<file path="config.mk">
export PLATFORM = sky130hd
export DESIGN_NAME = double_ended_queue_flat
export DESIGN_NICKNAME = d
export VERILOG_FILES = /design/src/hdl/deq_pkg.sv /design/src/hdl/deq_req_if.sv /design/src/hdl/deq_rsp_if.sv /design/src/hdl/double_ended_queue.sv /design/src/hdl/deq_ctrl.sv /design/src/hdl/deq_dpath.sv /design/src/flat_wrapper.sv
export VERILOG_INCLUDE_DIRS = /design/src /design/src/hdl
export SDC_FILE = /design/constraint.sdc
export NUM_CORES = 1
export LEC_CHECK = 0
export BUFFER_PORTS_ARGS = -buffer_cell sky130_fd_sc_hd__buf_2
export CORE_UTILIZATION = 45
export CTS_BUF_LIST = sky130_fd_sc_hd__clkbuf_4 sky130_fd_sc_hd__clkbuf_8 sky130_fd_sc_hd__clkbuf_16
export DETAILED_ROUTE_END_ITERATION = 7
export MAX_ROUTING_LAYER = met4
export SLEW_MARGIN = 20
export SYNTH_ARGS = -nofsm -noshare
export SYNTH_HDL_FRONTEND = slang
export SYNTH_HIERARCHICAL = 1
export SYNTH_SLANG_ARGS = --single-unit
export TNS_END_PERCENT = 100
</file>
<file path="constraint.sdc">
create_clock -name clock -period 4.6 [get_ports clock]
set_input_delay 0.69 -clock clock [delete_from_list [all_inputs] [get_ports clock]]
set_output_delay 0.69 -clock clock [all_outputs]
set_load 0.1 [all_outputs]
</file>
<file path="src/hdl/assert_macros.svh">
// Assertion macros shared by the deque modules.
// Each macro samples on the rising edge of clock and is off while reset is high.
`ifndef ASSERT_MACROS_SVH
`define ASSERT_MACROS_SVH

// The property must hold at every sampled edge.
`define ASSERT_CLK(label, prop, msg) \
   label: assert property (@(posedge clock) disable iff (reset) prop) else $error(msg);

// The expression must never be true.
`define ASSERT_NEVER(label, expr, msg) \
   label: assert property (@(posedge clock) disable iff (reset) !(expr)) else $error(msg);

`endif

</file>
<file path="src/hdl/deq_pkg.sv">
package deq_pkg;

   // Operation carried by an input item.
   typedef enum logic [1:0] {
      OP_PUSH_FRONT = 2'd0,
      OP_PUSH_BACK  = 2'd1,
      OP_POP_FRONT  = 2'd2,
      OP_POP_BACK   = 2'd3
   } opcode_type;

   // Outcome reported with each result item.
   typedef enum logic [1:0] {
      ST_OK        = 2'd0,
      ST_UNDERFLOW = 2'd1,
      ST_OVERFLOW  = 2'd2
   } status_type;

   localparam int VALUE_W     = 32;
   localparam int OCCUPANCY_W = 5;

   // Commands from the controller to the datapath; at most one is set.
   typedef struct packed {
      logic push_front;
      logic push_back;
      logic pop_front;
      logic pop_back;
   } deq_cmd_type;

   // Status of the ring as seen by the controller.
   typedef struct packed {
      logic empty;
      logic full;
   } deq_flags_type;

endpackage

</file>
<file path="src/hdl/deq_req_if.sv">
interface deq_req_if;
   logic                valid;
   logic                ready;
   logic [1:0]          opcode;
   logic signed [31:0]  push_value;

   modport source (output valid, output opcode, output push_value, input ready);
   modport sink   (input valid, input opcode, input push_value, output ready);
endinterface

</file>
<file path="src/hdl/deq_rsp_if.sv">
interface deq_rsp_if;
   logic                valid;
   logic                ready;
   logic signed [31:0]  popped_value;
   logic [1:0]          status;
   logic [4:0]          occupancy;

   modport source (output valid, output popped_value, output status, output occupancy,
                   input ready);
   modport sink   (input valid, input popped_value, input status, input occupancy,
                   output ready);
endinterface

</file>
<file path="src/hdl/double_ended_queue.sv">
// Double-ended queue over a ring store of DEPTH entries.
// Latency: the result of an item is valid in the cycle after it is accepted.
// Throughput: one item per cycle unless the receiver stalls; the result register frees as its item is taken.
// The value of a pop comes from the store's single registered read port.
// Reset clears the indices, the count and the result register; the store is not cleared.
module double_ended_queue #(
   parameter int DEPTH      = 16,
   parameter int DATA_WIDTH = 32
) (
   input  logic       clock,
   input  logic       reset,
   deq_req_if.sink    req_bus,
   deq_rsp_if.source  rsp_bus
);
   import deq_pkg::*;

   deq_cmd_type   cmd;
   deq_flags_type flags;
   status_type    status;
   logic          pop_ok;

   // Handshake and operation decoding.
   deq_ctrl u_ctrl (
      .clock      (clock),
      .reset      (reset),
      .req_valid  (req_bus.valid),
      .req_opcode (req_bus.opcode),
      .req_ready  (req_bus.ready),
      .rsp_valid  (rsp_bus.valid),
      .rsp_ready  (rsp_bus.ready),
      .flags      (flags),
      .cmd        (cmd),
      .status     (status),
      .pop_ok     (pop_ok)
   );

   // Ring store, indices and count.
   deq_dpath #(
      .DEPTH      (DEPTH),
      .DATA_WIDTH (DATA_WIDTH)
   ) u_dpath (
      .clock        (clock),
      .reset        (reset),
      .cmd          (cmd),
      .push_value   (req_bus.push_value),
      .pop_ok       (pop_ok),
      .flags        (flags),
      .popped_value (rsp_bus.popped_value),
      .occupancy    (rsp_bus.occupancy)
   );

   assign rsp_bus.status = status;

endmodule

</file>
<file path="src/hdl/deq_ctrl.sv">
`include "assert_macros.svh"

module deq_ctrl (
   input  logic                   clock,
   input  logic                   reset,
   input  logic                   req_valid,
   input  logic [1:0]             req_opcode,
   output logic                   req_ready,
   output logic                   rsp_valid,
   input  logic                   rsp_ready,
   input  deq_pkg::deq_flags_type flags,
   output deq_pkg::deq_cmd_type   cmd,
   output deq_pkg::status_type    status,
   output logic                   pop_ok
);
   import deq_pkg::*;

   typedef enum logic {
      S_EMPTY,
      S_HOLD
   } state_type;

   state_type  state_ff, state_in;
   status_type status_ff, status_in;
   logic       pop_ok_ff, pop_ok_in;
   logic       accept;
   opcode_type op;

   // A new item is taken whenever the result register is free or being emptied.
   assign req_ready = (state_ff == S_EMPTY) || rsp_ready;
   assign accept    = req_valid && req_ready;
   assign op        = opcode_type'(req_opcode);

   // Decode the operation against the ring's flags into at most one datapath command.
   always_comb begin
      cmd       = '0;
      status_in = ST_OK;
      pop_ok_in = 1'b0;
      case (op)
         OP_PUSH_FRONT: begin
            if (flags.full) status_in = ST_OVERFLOW;
            else            cmd.push_front = accept;
         end
         OP_PUSH_BACK: begin
            if (flags.full) status_in = ST_OVERFLOW;
            else            cmd.push_back = accept;
         end
         OP_POP_FRONT: begin
            if (flags.empty) status_in = ST_UNDERFLOW;
            else begin
               cmd.pop_front = accept;
               pop_ok_in     = 1'b1;
            end
         end
         OP_POP_BACK: begin
            if (flags.empty) status_in = ST_UNDERFLOW;
            else begin
               cmd.pop_back = accept;
               pop_ok_in    = 1'b1;
            end
         end
         default: status_in = ST_OK;
      endcase
   end

   // Next state of the result register.
   always_comb begin
      state_in = state_ff;
      case (state_ff)
         S_EMPTY: if (accept) state_in = S_HOLD;
         S_HOLD: begin
            if (accept)         state_in = S_HOLD;
            else if (rsp_ready) state_in = S_EMPTY;
         end
         default: state_in = S_EMPTY;
      endcase
   end

   // State and the registered result fields.
   always_ff @(posedge clock) begin
      if (reset) begin
         state_ff  <= S_EMPTY;
         status_ff <= ST_OK;
         pop_ok_ff <= 1'b0;
      end else begin
         state_ff <= state_in;
         if (accept) begin
            status_ff <= status_in;
            pop_ok_ff <= pop_ok_in;
         end
      end
   end

   assign rsp_valid = (state_ff == S_HOLD);
   assign status    = status_ff;
   assign pop_ok    = pop_ok_ff;

   `ASSERT_CLK(a_one_cmd, $onehot0({cmd.push_front, cmd.push_back, cmd.pop_front, cmd.pop_back}), "more than one datapath command")
   `ASSERT_CLK(a_accept_gives_rsp, accept |=> rsp_valid, "accepted item produced no result")
   `ASSERT_CLK(a_stall_holds, (rsp_valid && !rsp_ready) |=> (rsp_valid && $stable(status_ff)), "stalled result lost")
   `ASSERT_NEVER(a_pop_ok_status, pop_ok_ff && (status_ff != ST_OK), "pop data flagged with bad status")

endmodule

</file>
<file path="src/hdl/deq_dpath.sv">
`include "assert_macros.svh"

module deq_dpath #(
   parameter int DEPTH      = 16,
   parameter int DATA_WIDTH = 32
) (
   input  logic                                  clock,
   input  logic                                  reset,
   input  deq_pkg::deq_cmd_type                  cmd,
   input  logic signed [deq_pkg::VALUE_W-1:0]    push_value,
   input  logic                                  pop_ok,
   output deq_pkg::deq_flags_type                flags,
   output logic signed [deq_pkg::VALUE_W-1:0]    popped_value,
   output logic [deq_pkg::OCCUPANCY_W-1:0]       occupancy
);
   import deq_pkg::*;

   localparam int IDX_W = $clog2(DEPTH);
   localparam int CNT_W = $clog2(DEPTH + 1);

   logic [DATA_WIDTH-1:0] mem [DEPTH];
   logic [DATA_WIDTH-1:0] rd_data_ff;

   logic [IDX_W-1:0] front_ff, front_in;
   logic [IDX_W-1:0] back_ff, back_in;
   logic [CNT_W-1:0] count_ff, count_in;

   logic             wr_en, rd_en;
   logic [IDX_W-1:0] wr_addr, rd_addr;
   logic [IDX_W-1:0] front_dec, back_dec;
   logic [IDX_W+1:0] ring_sum, ring_back;

   function automatic logic [IDX_W-1:0] idx_inc(input logic [IDX_W-1:0] idx);
      return (idx == IDX_W'(DEPTH - 1)) ? '0 : idx + IDX_W'(1);
   endfunction

   function automatic logic [IDX_W-1:0] idx_dec(input logic [IDX_W-1:0] idx);
      return (idx == '0) ? IDX_W'(DEPTH - 1) : idx - IDX_W'(1);
   endfunction

   assign flags.empty = (count_ff == '0);
   assign flags.full  = (count_ff == CNT_W'(DEPTH));

   assign front_dec = idx_dec(front_ff);
   assign back_dec  = idx_dec(back_ff);

   // Index, count and store port control for the current command.
   always_comb begin
      front_in = front_ff;
      back_in  = back_ff;
      count_in = count_ff;
      wr_en    = 1'b0;
      rd_en    = 1'b0;
      wr_addr  = back_ff;
      rd_addr  = front_ff;
      if (cmd.push_front) begin
         front_in = front_dec;
         wr_en    = 1'b1;
         wr_addr  = front_dec;
         count_in = count_ff + CNT_W'(1);
      end else if (cmd.push_back) begin
         back_in  = idx_inc(back_ff);
         wr_en    = 1'b1;
         wr_addr  = back_ff;
         count_in = count_ff + CNT_W'(1);
      end else if (cmd.pop_front) begin
         front_in = idx_inc(front_ff);
         rd_en    = 1'b1;
         rd_addr  = front_ff;
         count_in = count_ff - CNT_W'(1);
      end else if (cmd.pop_back) begin
         back_in  = back_dec;
         rd_en    = 1'b1;
         rd_addr  = back_dec;
         count_in = count_ff - CNT_W'(1);
      end
   end

   // Ring store with one write and one registered read port.
   always_ff @(posedge clock) begin
      if (wr_en) mem[wr_addr] <= DATA_WIDTH'(push_value);
      if (rd_en) rd_data_ff <= mem[rd_addr];
   end

   // Ring indices and occupancy.
   always_ff @(posedge clock) begin
      if (reset) begin
         front_ff <= '0;
         back_ff  <= '0;
         count_ff <= '0;
      end else begin
         front_ff <= front_in;
         back_ff  <= back_in;
         count_ff <= count_in;
      end
   end

   // The popped value is the stored entry sign-extended, or zero when nothing was popped.
   assign popped_value = pop_ok ? VALUE_W'(signed'(rd_data_ff)) : '0;
   assign occupancy    = OCCUPANCY_W'(count_ff);

   // Where the back index should sit given the front index and the count.
   always_comb begin
      ring_sum  = (IDX_W + 2)'(front_ff) + (IDX_W + 2)'(count_ff);
      ring_back = (ring_sum >= (IDX_W + 2)'(DEPTH)) ? ring_sum - (IDX_W + 2)'(DEPTH) : ring_sum;
   end

   `ASSERT_NEVER(a_count_bound, count_ff > CNT_W'(DEPTH), "occupancy beyond depth")
   `ASSERT_CLK(a_ring_consistent, ring_back == (IDX_W + 2)'(back_ff), "indices disagree with count")
   `ASSERT_CLK(a_push_counts, (cmd.push_front || cmd.push_back) |=> (count_ff == $past(count_ff) + CNT_W'(1)), "push did not raise the count")

endmodule

</file>
<file path="src/flat_wrapper.sv">
// flat-port wrapper written by rule: the top's interface ports become plain ports
module double_ended_queue_flat import deq_pkg::*;
#(
   parameter int DEPTH      = 16,
   parameter int DATA_WIDTH = 32
)
  (clock, reset, req_bus_valid, req_bus_opcode, req_bus_push_value, req_bus_ready, rsp_bus_valid, rsp_bus_popped_value, rsp_bus_status, rsp_bus_occupancy, rsp_bus_ready);
  deq_req_if req_bus_i ();
  deq_rsp_if rsp_bus_i ();
  input  logic clock;
  input  logic reset;
  input wire logic [$bits(req_bus_i.valid)-1:0] req_bus_valid;
  input wire logic [$bits(req_bus_i.opcode)-1:0] req_bus_opcode;
  input wire logic [$bits(req_bus_i.push_value)-1:0] req_bus_push_value;
  output wire logic [$bits(req_bus_i.ready)-1:0] req_bus_ready;
  output wire logic [$bits(rsp_bus_i.valid)-1:0] rsp_bus_valid;
  output wire logic [$bits(rsp_bus_i.popped_value)-1:0] rsp_bus_popped_value;
  output wire logic [$bits(rsp_bus_i.status)-1:0] rsp_bus_status;
  output wire logic [$bits(rsp_bus_i.occupancy)-1:0] rsp_bus_occupancy;
  input wire logic [$bits(rsp_bus_i.ready)-1:0] rsp_bus_ready;
  assign req_bus_i.valid = req_bus_valid;
  assign req_bus_i.opcode = req_bus_opcode;
  assign req_bus_i.push_value = req_bus_push_value;
  assign req_bus_ready = req_bus_i.ready;
  assign rsp_bus_valid = rsp_bus_i.valid;
  assign rsp_bus_popped_value = rsp_bus_i.popped_value;
  assign rsp_bus_status = rsp_bus_i.status;
  assign rsp_bus_occupancy = rsp_bus_i.occupancy;
  assign rsp_bus_i.ready = rsp_bus_ready;
  double_ended_queue #(.DEPTH(DEPTH), .DATA_WIDTH(DATA_WIDTH)) u_core (.clock(clock), .reset(reset), .req_bus(req_bus_i), .rsp_bus(rsp_bus_i));
endmodule
</file>
Yosys cells after proc, flatten, opt, wreduce, memory -nomap -nowiden
Memory sizes are Yosys's and may differ from the RTL's. A register that Yosys moved wholly into a read port is not among the register bits.
Cells that the tools add are included.

word-level totals
  flip-flop bits (word level) = 17
  bits in latches = 0
  RAM bits = 512
  ROM bits = 0
  input bits = 38
  output and inout bits = 41
  memories = 1

operators by class
  $add $sub $neg = 6
  multiply operators = 0
  divide/modulo/power cells = 0
  $lt $le $gt $ge = 0
  equality and inequality tests = 8
  shifts and indexed selects = 0
  muxes and demuxes = 43
  bitwise gates (word level) = 2
  reduce and logical (&&, ||, !) cells = 13

memory list
  name                depth  width  rd ports  clocked after Yosys merged registers in  wr ports  RTL line         source
  u_core.u_dpath.mem  16     32     1         1                                        1         deq_dpath.sv:21  logic [DATA_WIDTH-1:0] mem [DEPTH];

operators by type and width
  cell                                                                      number
  4-bit 2-to-1 mux                                                          15
  32-bit 2-to-1 mux                                                         1
  1-bit 2-to-1 mux                                                          20
  5-bit 2-to-1 mux                                                          4
  4-bit by 1-bit adder with 4-bit output (second input constant)            2
  4-bit == test (second input constant)                                     2
  4-bit zero test                                                           2
  4-bit by 1-bit subtractor with 4-bit output (second input constant)       2
  5-bit by 1-bit adder with 5-bit output (second input constant)            1
  5-bit == test (second input constant)                                     1
  5-bit zero test                                                           1
  5-bit by 1-bit subtractor with 5-bit output (second input constant)       1
  2-bit == test (second input constant)                                     2
  2-bit by 1-bit inequality test with 1-bit output (second input constant)  2
  2-bit one-hot mux with 2 select lines                                     1
  2-bit nonzero test                                                        2
  4-bit nonzero test                                                        1
  2-bit OR reduction                                                        2
  3-bit AND reduction                                                       1
  2-bit by 1-bit == test with 1-bit output (second input constant)          1
  2-bit zero test                                                           1
  2-bit 2-to-1 mux                                                          1
  1-bit inverter                                                            2
  1-bit one-hot mux with 2 select lines                                     1
  other kinds (3)                                                           3

Depth between registers and ports, before layout
Gate-level depths: netlist (run 1).

  depth in word-level cells = 9
  depth in mapped cells = 15
  depth with buffers taken out = 11

Cells and area by module
The synthesis (run 1) kept the hierarchy.

modules (own cells, without submodules)
  module     instances  cells each  area an instance (um2)  sequential area each (um2)
  deq_dpath  1          1383        21927.3                 16595.9
  deq_ctrl   1          24          188.9                   80.1

Worst setup path after synthesis (run 1)
Ideal clock, no wire load.

  path type = register to register
  start point = reg u_core.u_ctrl.state_ff, in the netlist u_core/u_ctrl/rsp_valid
  end point = mem u_core.u_dpath.mem[15][0], enable pin
  data arrival time = 4781 ps
  data required time = 4179 ps
  slack = -603 ps
  stages on the path, launching flop included = 10
  cell sequence = dfxtp_1 > and2b_4 > inv_1 > nand2_1 > nor4_1 > clkinv_1 > a211o_1 > o21ai_0 > nand2_1 > nor2_1

RTL lines
  what                    RTL line         source
  start, declared         deq_ctrl.sv:23   state_type state_ff, state_in;
  start signal, assigned  deq_ctrl.sv:86   state_ff <= state_in;
  end, declared           deq_dpath.sv:21

==> impl_metrics.py, run 1 <==
metrics = {
    "run_status": {
        "status": "finished clean",
    },
    "yosys": {
        "yosysTopAreaCell": "edfxtp_1",
        "ys_seq_elements": 561,
        "synth-async-reset-ratio_pct": 0,
        "synth_edf_count": 544,
        "synth_most_common_cell": "edfxtp_1",
        "synth_top_flop_cell": "edfxtp_1",
        "ys_warn_count": 6,
        "syn_inst": 1407,
        "yosys.area.top_type_share_pct": 73.9,
        "synth_area_per_cell_um2": 15.7,
        "synthesis.area_um2": 22100,
        "synth_area_leaders": "edfxtp_1 (74%), mux4_2 (6.3%), nand2_1 (5.2%)",
        "seq_area_frac_synth_pct": 75.4,
        "synth_cell_types": 58,
        "syn-num-nets": 1452,
        "synthTopCellsByCount": "edfxtp_1 (544), nand2_1 (306), nand3_1 (132)",
    },
    "min_path": {
        "whs_endpoint": "u_core/u_ctrl/status[0]",
        "hp-start": "req_bus_opcode[1]",
        "hp-class": "in2reg",
        "min_path_cells": 3,
    },
    "sta": {
        "rsz0062_at_grt": "false",
        "clock_skew_ps": 11.6,
        "fmax_mhz": 263,
        "slew_viol_final": 0,
        "min_period_over_period_pct": 82.7,
        "layout_min_cycle_time_ps": 3800,
        "tightest_slew_ps": 879,
        "hold_violations": 0,
        "fin_ws_ps": 795,
        "setup_viol": 0,
        "tns_ps": 0,
        "slew_headroom_pct": 41.3,
    },
    "floorplanning": {
        "initial_core_util_pct": 45.9,
        "rows": 80,
        "coreArea_um2": 48100,
        "dieArea_um2": 50000,
        "die_y_um": 224,
        "io_pins": 79,
        "die_w_um": 224,
    },
    "critical_path": {
        "r2r-start": "u_core/u_dpath/occupancy[0]",
        "worst_setup_path_end_kind": "flip-flop",
        "r2r_slack_ps": 800,
        "cp_max_fo": 26,
        "arrival_ps": 4160,
        "r2r-end": "u_core/u_dpath/rd_data_ff[10]",
        "reg2regPathDepth": 11,
        "critPathLaunchType": "flip-flop",
        "required_ps": 4960,
        "critical_path_class": "reg2reg",
    },
    "global_route": {
        "track_usage_pct": 22.6,
        "antenna_found_initial": 3,
        "grt_pass1_vias": 12600,
        "grt_max_degree": 66,
        "grt_pass1_wl_um": 80900,
        "grt_overflow": 0,
    },
    "clock_network": {
        "clkTransAtPathRegs_ps": 60,
        "clock_path_buffers": 3,
        "cts_max_level": 2,
        "numCtsBuffers": 55,
        "ctsHoldBuffers": 0,
        "cts_resized": 0,
        "cts_tree": "done",
        "cts_sinks": 561,
        "cts_root_buf": "clkbuf_16",
        "cts_setup_buffers": 0,
        "clk-insertion-delay-late_ps": 610,
    },
    "finish": {
        "area_delta_synth_final_pct": 15.1,
        "drive_gt1_share_pct": 19.8,
        "final_net_count": 1563,
        "fillCellCount": 3913,
        "final_cells": 2223,
    },
    "route": {
        "vias": 12600,
        "viasPerCell": 5.67,
        "drtPass1Iterations": 5,
        "drt_iter0_drc": 1127,
        "drt-total-wl_um": 53500,
        "drc": 0,
        "wl_per_cell_um": 24.1,
        "ant_nets": 0,
    },
    "pwr": {
        "power_density_nw_per_um2": 460,
        "ir_worst_vdd_mv": 0.338,
        "p_leak_nw": 8.56,
    },
    "run": {
        "drv_cap": 0,
    },
    "placement": {
        "numPortBuffers": 78,
        "place_ws_ps": 726,
        "dp_cells": 2117,
        "gp_congestion": 0.780,
        "dp_hpwl_um": 29000,
    },
}
## sequential cells by signal, summed over array words and instances (netlist names)
register / cells
u_core/u_ctrl/pop_ok: 1
u_core/u_dpath/rd_data_ff: 32
u_core/u_ctrl/status: 2
u_core/u_dpath/back_ff: 4
u_core/u_dpath/front_ff: 4
u_core/u_dpath/mem: 512
u_core/u_dpath/occupancy: 5
u_core/u_ctrl/rsp_valid: 1
## logic make-up after synthesis
group	share of synthesized area (%)
flops	75.4
simple gates	10.7
compound gates	4.39
buf+inv	2.14
mux	6.61
xor+xnor	0.317
fa+ha+maj	0.396
## critical path: stages (launching register included)
cell and delay, ps:
dfxtp_1 340, inv_1 120, ha_1 170, nor4bb_1 530
nor3_1 190, nor4b_4 420, buf_4 270, a21o_2 510
buf_4 460, nand3_1 170, a32oi_1 260, nand2_1 90
## layout make-up
cell class / instances / area, µm² / share of cell area [%]
inverters: 14 / 52.6 / 0.207
multi-input cells: 750 / 5160 / 20.3
repair buffers: 136 / 988 / 3.88
clock inverters: 40 / 309 / 1.21
well taps: 656 / 821 / 3.23
clock buffers: 62 / 1430 / 5.62
flip-flops and latches: 561 / 16700 / 65.5
diodes: 4 / 10.0 / 0.0393
## per-layer routing
metal / wire (µm) / up-vias / track usage [%] / share of wire (%)
met5: 0 / - / - / 0
met4: 891 / 0 / 4.95 / 1.7
met3: 3300 / 66 / 4.11 / 6.2
met2: 25800 / 428 / 35.1 / 48
met1: 23600 / 6493 / 31.3 / 44
li1: - / 5610 / - / -
## through the flow
stage               total power (W)  instance area (µm²)  hold slack [ps]  util [%]
global route                 0.0121                25400              366      52.8
finish                       0.0117                25400              390      52.9
global placement            0.00744                23700              492      49.2
detailed placement          0.00745                23700              500      49.2
CTS                          0.0118                25400              343      52.8
floorplan                   0.00696                22200              486         -
## worst max path at each step
| stage | from | depth (start not counted) | slack, ps | to |
|---|---|---|---|---|
| 5_1_grt | u_core/u_dpath/occupancy[0] | 11 | 520 | u_core/u_dpath/rd_data_ff[10] |
| 3_3_place_gp | rsp_bus_ready | 13 | 780 | u_core/u_dpath/rd_data_ff[21] |
| 6_report | u_core/u_dpath/occupancy[0] | 11 | 800 | u_core/u_dpath/rd_data_ff[10] |
| 2_1_floorplan | u_core/u_ctrl/rsp_valid | 8 | -500 | u_core/u_dpath/mem[7][0] |
| 3_5_place_dp | rsp_bus_ready | 12 | 730 | u_core/u_dpath/rd_data_ff[21] |
| 4_1_cts | u_core/u_dpath/occupancy[0] | 11 | 760 | u_core/u_dpath/rd_data_ff[21] |
## power breakdown
part	total [W]	leakage (nW)	internal [W]	switching, W
sequential	0.00581	5.04	0.00575	0.0000628
combinational	0.00152	2.66	0.000497	0.00102
clock	0.00437	0.864	0.00246	0.00191
## cell usage in the layout (no fill, tap or decap), drive strengths merged, types with 3 or more instances in the layout
master	count
dfxtp	17
clkinv	33
ha	7
bufinv	4
o21ai	16
nor2b	3
nand2	306
buf	136
and2	34
a21oi	24
diode	4
mux2i	4
nor3	6
nor2	40
clkbuf	62
nand4	3
inv	16
nand3	132
nand2b	4
xnor2	6
a32oi	62
edfxtp	544
o41ai	4
mux4	62
(Power assumes the default switching activity.)
==> run 2: changes to the inputs <==
==> constraint.sdc (replaced) <==
create_clock -name clock -period 3.2 [get_ports clock]
set_input_delay 0.48 -clock clock [delete_from_list [all_inputs] [get_ports clock]]
set_output_delay 0.48 -clock clock [all_outputs]
set_load 0.1 [all_outputs]
==> run 2 against run 1 <==
Compared with the run above:
- the flow now finishes with violations (setup timing)
- first-iteration DRC count grew 3.7%
- routed wire length grew 6.3%
- highest routed layer unchanged
- critical path type unchanged
- critical path depth rose by 4
- clock skew increased by 25 ps
- critical endpoint is now u_core/u_dpath/rd_data_ff[15]
- hold slack worse by 190 ps
==> impl_metrics.py, run 2 (synthesis gave the netlist of run 1 again) <==
metrics = {
    "run_status": {
        "status": "finished, violations left",
        "violations": "setup timing",
    },
    "global_route": {
        "grt_pass1_wl_um": 82800,
        "grt_pass1_vias": 13100,
        "antenna_found_initial": 3,
        "track_usage_pct": 23.3,
        "grt_overflow": 0,
        "grt_max_degree": 70,
    },
    "floorplanning": {
        "rows": 80,
        "coreArea_um2": 48100,
        "die_w_um": 224,
        "dieArea_um2": 50000,
        "die_y_um": 224,
        "initial_core_util_pct": 45.9,
        "io_pins": 79,
    },
    "finish": {
        "final_common_cell": "edfxtp_1",
        "final_area_um2": 27200,
        "drive_gt1_share_pct": 28.2,
        "seq_area_um2": 16700,
        "most-common-layout-cells": "edfxtp_1 (544), nand2_1 (299), nand3_1 (131)",
        "final_net_count": 1679,
        "final_cells": 2329,
        "fillCellCount": 3822,
        "top_register": "u_core/u_dpath/mem",
        "multiInputGateArea_um2": 5380,
        "area_delta_synth_final_pct": 23.1,
        "largest_reg_flops": 512,
    },
    "pwr": {
        "power_density_nw_per_um2": 643,
        "p_leak_nw": 9.41,
        "ir_worst_vdd_mv": 0.483,
    },
    "critical_path": {
        "cp_max_fo": 6,
        "critPathLaunchType": "flip-flop",
        "critPathBufInv": 5,
        "slowest_delay_ps": 500,
        "critPathTopFamily": "simple AND/OR/NAND/NOR gates",
        "required_ps": 3530,
        "arrival_ps": 3570,
        "critical_path_class": "reg2reg",
        "crit_chain": "inv_4 -> ha_4 -> nor4b_4 -> nand2b_4 -> nor3_4 -> nor4b_4 -> nor2_2 -> a21oi_4 -> buf_12 -> buf_16 -> buf_12 -> buf_16 -> mux4_2 -> a32oi_2 -> nand2_1",
        "worst_setup_path_end_kind": "flip-flop",
        "critPathSlowestCell": "mux4_2",
    },
    "route": {
        "drt_iter0_drc": 1169,
        "ant_nets": 0,
        "drc": 0,
        "drt-total-wl_um": 56900,
        "drtPass1Iterations": 7,
        "wl_per_cell_um": 24.4,
        "vias": 13200,
        "viasPerCell": 5.67,
    },
    "sta": {
        "setup_viol": 4,
        "holdWs_ps": 200,
        "slew_headroom_pct": 49.9,
        "layout_min_cycle_time_ps": 3230,
        "fin_ws_ps": -34.8,
        "hold_violations": 0,
        "fmax_mhz": 309,
        "rsz0062_at_grt": "true",
        "clock_skew_ps": 36.3,
        "slew_viol_final": 0,
        "min_period_over_period_pct": 101,
        "tns_ps": -100,
        "tightest_slew_ps": 751,
    },
    "placement": {
        "dp_hpwl_um": 32500,
        "dp_cells": 2189,
        "numPortBuffers": 78,
        "gp_congestion": 0.845,
        "place_area_um2": 24800,
    },
    "clock_network": {
        "cts_sinks": 561,
        "cts_root_buf": "clkbuf_16",
        "cts_max_level": 2,
        "clock_path_buffers": 3,
        "clk-insertion-delay-late_ps": 620,
        "cts_tree": "done",
        "numCtsBuffers": 56,
        "clkTransAtPathRegs_ps": 60,
    },
    "run": {
        "drv_cap": 0,
    },
    "min_path": {
        "hp-class": "in2reg",
    },
}
==> run 2: changes by cell type in the layout (fill, tap and decap cells not counted), sizes merged <==
cell,before,now
clkbuf,62,76
buf,136,244
clkinv,33,20
diode,4,3
inv,16,13
clkinvlp,1,2
==> run 2: per-stage QoR <==
step           worst slack, ps  total power [W]  util (%)
5_1_grt                   -137           0.0181      56.6
6_report                 -34.8           0.0175      56.6
3_3_place_gp              -150           0.0110      51.4
2_1_floorplan             -253           0.0101         -
4_1_cts                   11.7           0.0173      55.1
3_5_place_dp              -151           0.0110      51.4
==> run 2: path summary, 6_finish.rpt <==
kind	start	end	slack, ps	cells past startpoint
hold reg to reg	u_core/u_ctrl/status[0]	u_core/u_ctrl/status[0]	480	2
setup / recovery	u_core/u_dpath/occupancy[1]	u_core/u_dpath/rd_data_ff[15]	-30	15
setup reg to reg	u_core/u_dpath/occupancy[1]	u_core/u_dpath/rd_data_ff[15]	-30	15
hold / removal	req_bus_valid	u_core/u_ctrl/rsp_valid	200	3
==> run 2: worst register-to-register path: stages (launching register included) <==
cell and delay (ps):
dfxtp_4 350, inv_4 60, ha_4 140, nor4b_4 220, nand2b_4 200, nor3_4 50
nor4b_4 360, nor2_2 120, a21oi_4 160, buf_12 130, buf_16 130, buf_12 130
buf_16 120, mux4_2 510, a32oi_2 180, nand2_1 90
==> run 2: cell type report <==
type,count,share of cell area [%]
antenna,3,0.0276
sequential,561,61.3
inverter,14,0.221
tap,656,3.01
clock inverter,25,0.841
clock buffer,69,5.51
timing repair buffer,251,9.34
multi-input combinational,750,19.8
==> run 2: what timing repair did <==
action / in CTS / in global routing
setup buffers: 3 / 33
endpoints found under the setup margin: 151 / 288
gates resized for setup: 8 / 38
gates cloned: 0 / 7
pin swaps: 3 / 40
hold buffers: 0 / 0
==> run 2: layer usage <==
| layer | track usage [%] | routed length (µm) | share of wire, % |
|---|---|---|---|
| met2 | 37.9 | 28400 | 50 |
| met4 | 6.56 | 1240 | 2.2 |
| met5 | - | 0 | 0 |
| met3 | 3.74 | 3570 | 6.3 |
| met1 | 30.5 | 23700 | 42 |
==> run 2: power breakdown <==
group	switching, W	internal, W
clock network	0.00267	0.00361
logic	0.00169	0.00120
registers	0.0000714	0.00827
